### config.mk
export PLATFORM = sky130hd
export DESIGN_NAME = ipi_mac
export DESIGN_NICKNAME = d
export VERILOG_FILES = /design/src/hw/rtl/ipi_pkg.sv /design/src/hw/rtl/ipi_mac.sv
export SDC_FILE = /design/constraint.sdc
export NUM_CORES = 2
export LEC_CHECK = 0
export BUFFER_PORTS_ARGS = -buffer_cell sky130_fd_sc_hd__buf_2
export CAP_MARGIN = 20
export CORE_MARGIN = 2
export CORE_UTILIZATION = 50
export DETAILED_ROUTE_END_ITERATION = 12
export PLACE_DENSITY = 0.78
export REMOVE_ABC_BUFFERS = 1
export SETUP_SLACK_MARGIN = 0.15
export SYNTH_ARGS = -nofsm -noshare
export SYNTH_HDL_FRONTEND = slang
export SYNTH_SLANG_ARGS = --single-unit
### constraint.sdc
create_clock -name clk -period 6.9 [get_ports clk]
set_clock_uncertainty 0.05 [all_clocks]
set_input_delay 1.38 -clock clk [delete_from_list [all_inputs] [get_ports clk]]
set_output_delay 1.38 -clock clk [all_outputs]
set_load 0.01 [all_outputs]
### src/hw/rtl/ipi_pkg.sv
`default_nettype none

package ipi_pkg;

  localparam int MAX_WIDTH  = 256;
  localparam int MAX_HEIGHT = 256;
  localparam int LUT_ONE    = 256;
  localparam int LUT_ZERO   = 512;
  localparam int LUT_SIZE   = 1025;

  localparam int LAW  = $clog2(LUT_SIZE);
  localparam int IW   = LAW + 3;
  localparam int CW   = 11;
  localparam int TW   = 12;
  localparam int KW   = 16;
  localparam int WXYW = 2 * KW;
  localparam int PW   = WXYW + 17;
  localparam int ACCW = PW + 5;

  localparam longint KD3  = longint'(LUT_ONE) * LUT_ONE * LUT_ONE;
  localparam longint KDEN = 2 * KD3;

  localparam logic [1:0] KIND_BICUBIC  = 2'd0;
  localparam logic [1:0] KIND_BILINEAR = 2'd1;
  localparam logic [1:0] KIND_NEAREST  = 2'd2;
  localparam logic [1:0] KIND_ZERO     = 2'd3;

  localparam logic [1:0] REG_WIDTH  = 2'd0;
  localparam logic [1:0] REG_HEIGHT = 2'd1;
  localparam logic [1:0] REG_KIND   = 2'd2;

  localparam logic MODE_LOAD   = 1'b0;
  localparam logic MODE_SAMPLE = 1'b1;

  typedef logic signed [KW-1:0] krom_t [LUT_SIZE];

  typedef struct packed {
    logic                 clear;
    logic                 valid;
    logic signed [KW-1:0] wx;
    logic signed [KW-1:0] wy;
    logic [15:0]          pixel;
  } mac_in_t;

  function automatic krom_t kernel_table();
    krom_t  t;
    longint n;
    longint num;
    longint a;
    longint q;
    for (int i = 0; i < LUT_SIZE; i++) begin
      n = longint'(i) - LUT_ZERO;
      if (n < 0) begin
        n = -n;
      end
      if (n > 2 * LUT_ONE) begin
        num = 0;
      end else if (n <= LUT_ONE) begin
        num = 3 * n * n * n - 5 * n * n * LUT_ONE + 2 * KD3;
      end else begin
        num = -n * n * n + 5 * n * n * LUT_ONE - 8 * n * LUT_ONE * LUT_ONE + 4 * KD3;
      end
      a = num * 16384 + KD3;
      q = a / KDEN;
      if ((a % KDEN) != 0 && a < 0) begin
        q = q - 1;
      end
      t[i] = KW'(q);
    end
    return t;
  endfunction

  // Division by 256 with the quotient truncated toward zero.
  function automatic logic signed [CW-1:0] tdiv256(input logic signed [18:0] v);
    logic [18:0]   mag;
    logic [CW-1:0] q;
    mag = v[18] ? 19'(-v) : 19'(v);
    q   = CW'(mag >> 8);
    return v[18] ? -$signed(q) : $signed(q);
  endfunction

  // Table step of a signed fraction, rounded half up toward zero.
  function automatic logic signed [IW-1:0] table_step(input logic signed [8:0] f);
    logic signed [31:0] num;
    logic [31:0]        mag;
    logic [IW-1:0]      q;
    num = 32'(f) * (2 * LUT_ONE) + 32'sd256;
    mag = num[31] ? 32'(-num) : 32'(num);
    q   = IW'(mag >> 9);
    return num[31] ? -$signed(q) : $signed(q);
  endfunction

endpackage

`default_nettype wire

### src/hw/rtl/ipi_mac.sv
`default_nettype none

module ipi_mac (
  input  wire logic                             clk,
  input  wire logic                             rst,
  input  wire ipi_pkg::mac_in_t                 tap,
  output logic signed [ipi_pkg::ACCW-1:0]       acc,
  output logic                                  busy
);

  logic                                v2;
  logic signed [ipi_pkg::WXYW-1:0]     wxy;
  logic [15:0]                         pix2;
  logic                                v3;
  logic signed [ipi_pkg::PW-1:0]       prod;

  assign busy = v2 | v3;

  always_ff @(posedge clk) begin
    if (rst) begin
      v2  <= 1'b0;
      v3  <= 1'b0;
      acc <= '0;
    end else begin
      v2 <= tap.valid;
      v3 <= v2;
      if (tap.clear) begin
        acc <= '0;
      end else if (v3) begin
        acc <= acc + ipi_pkg::ACCW'(prod);
      end
    end
    wxy  <= ipi_pkg::WXYW'(tap.wx) * ipi_pkg::WXYW'(tap.wy);
    pix2 <= tap.pixel;
    prod <= ipi_pkg::PW'(wxy) * ipi_pkg::PW'($signed({1'b0, pix2}));
  end

endmodule

`default_nettype wire
==> impl_metrics.json <==
{
  "max-slew-margin-rel_pct": 40.6,
  "cts_root_buf": "clkbuf_16",
  "cp-start-kind": "input pin",
  "clkSinkCount": 153,
  "synth_area_leaders": "fa_1 44%, inv_1 9.4%, ha_1 9.2%",
  "clk_pin_slew_ps": 80,
  "wl_um": 77600,
  "synth_seq_cells": 153,
  "setup_viol": 0,
  "htree_levels": 4,
  "multi_input_area_um2": 27500,
  "crit_start": "tap[41]",
  "final.period_utilization_pct": 95.6,
  "grt_pass1_wl_um": 133000,
  "ios": 107,
  "synthFlopType": "dfxtp_1",
  "insertion_delay_ps": 480,
  "hold_buffers": 0,
  "syn_inst": 3806,
  "area_delta_synth_final_pct": 9.25,
  "drive_above_1_share_pct": 9.06,
  "worstPathMaxFanout": 13,
  "syn_area_um2": 34300,
  "grt_use_total_pct": 23.1,
  "yosys.area.top_type": "fa_1",
  "hpwl_um": 67400,
  "dieHeight_um": 266,
  "drc": 0,
  "antenna_found_initial": 0,
  "ys_seq_area_share_pct": 8.93,
  "endpoint_kind": "register",
  "worst_slack_ps": 305,
  "die-area_um2": 70700,
  "dr.pass1.iters": 5,
  "grt_overflow": 0,
  "vias": 25200,
  "period_minus_slack_ps": 6600,
  "synth_edf_count": 0,
  "synth_cell_types": 71,
  "drt-met1-wl_um": 33900,
  "diodes": 0,
  "min_path_type": "register to register",
  "fin_util_pct": 54.9,
  "viasPerCell": 5.18,
  "start_util_pct": 50.3,
  "cts_tree": "yes",
  "hp-start": "v2",
  "grt_setup_unrepaired": "false",
  "drt.antenna.violating_nets": 0,
  "top_layer_used": "met4",
  "post_cts_buffers": 0,
  "critPathArrivalTime_ps": 6940,
  "required_ps": 7240,
  "gp_congestion": 0.936,
  "netlist.area_leader.share_pct": 43.9,
  "final_area_um2": 37500,
  "die_x_um": 266,
  "dp_slack_ps": -221,
  "grt_pass1_vias": 26900,
  "ff_latch_area_um2": 3080,
  "wl_met3_um": 5090,
  "dpl-instance-area_um2": 36800,
  "max_freq_ghz": 0.152,
  "clk_path_buf_depth": 2,
  "wl_per_cell_um": 16.0,
  "coreArea_um2": 68200,
  "synth.avg_cell_area_um2": 9.01,
  "layout_common_cells": "862 x inv_1, 750 x fa_1, 499 x nand2_1, 351 x and2_1, 252 x ha_1",
  "grt_max_degree": 54,
  "status": "complete, no violations",
  "r2r-start": "pix2[9]",
  "first_iter_violations": 1755,
  "worstSetupPathType": "input pin to register",
  "nets": 5028,
  "tightest_slew_ps": 888,
  "ys.warnings.count": 0,
  "synthArstFlopShare_pct": 0,
  "fp-row-count": 96,
  "met2_length_um": 37200,
  "n_fill_cell": 5911,
  "hold_viol": 0,
  "portBuffers": 106,
  "maxSlewViolCount": 0,
  "numCtsBuffers": 17,
  "final_common_cell": "inv_1",
  "tns_ps": 0,
  "cap_violations": 0
}
[critical path: stages]
cell	delay, ps
buf_2	260
nand2_1	120
fa_1	500
fa_1	580
fa_1	450
fa_1	550
inv_1	50
fa_1	520
fa_1	420
ha_1	300
a21o_1	160
a21o_1	170
a21oi_1	180
o21ai_0	140
a21oi_2	180
o21ai_1	110
o41a_1	330
a21o_1	180
a21oi_1	180
xnor2_1	150
[area by class of cell]
| type | instances | share of cell area, % |
|---|---|---|
| multi-input combinational | 2646 | 73.3 |
| inverter | 862 | 8.64 |
| sequential | 153 | 8.23 |
| timing repair buffer | 292 | 5.29 |
| tap | 882 | 2.95 |
| clock buffer | 18 | 1.17 |
| clock inverter | 14 | 0.397 |
[registers in the layout, indices dropped and copies added (netlist names)]
register and count:
wxy 32, pix2 16, v3 1, prod 49
v2 1, acc 54
[metrics by stage]
step                      instances  hold slack (ps)
after global routing           4867              431
after global placement         4834              399
final                          4867              426
after detailed placement       4834              394
after CTS                      4866              425
after floorplan                3661              379
[what timing repair did]
action | 4_1_cts | 5_1_grt
endpoints found under the hold margin | 0 | 0
endpoints found under the setup margin | 0 | 13
gates resized for setup | 0 | 25
[Yosys cell counts (all sizes together), types with 8 or more instances]
cell    instances
o21ai          62
xnor2          95
ha            252
and3           11
nand2         500
xor2           35
nand4          14
inv           862
clkbuf        137
o211ai          9
nand2b         11
a21o           65
a21oi         139
nand3          29
nor2b          10
and2          351
fa            752
a31oi          13
a211oi         14
nor3           23
o21bai         19
mux2i          28
buf             8
o21a           16
dfxtp         153
nor2          113
[cell families after synthesis]
| family | count (synthesis) | synth area share, % |
|---|---|---|
| simple gates | 1088 | 15.3 |
| fa+ha+maj | 1004 | 53.1 |
| mux | 28 | 0.817 |
| compound gates | 396 | 7.48 |
| buf+inv | 1007 | 11.0 |
| xor+xnor | 130 | 3.32 |
| flops | 153 | 8.93 |
[metal layers]
metal	global-route usage (%)	up-vias
met4	5.44	0
li1	-	11800
met2	39.5	844
met1	31.3	12500
met3	2.93	101
met5	0	-
[final timing paths]
kind	slack, ps	depth (start not counted)	to
setup / recovery	300	20	wxy[24]
hold / removal	430	1	v3
setup reg to reg	360	22	prod[46]
hold reg to reg	430	1	v3
Power is left out: the tool's default activity adds up to more than one toggle a clock period on the data nets, which glitch-free logic cannot reach.
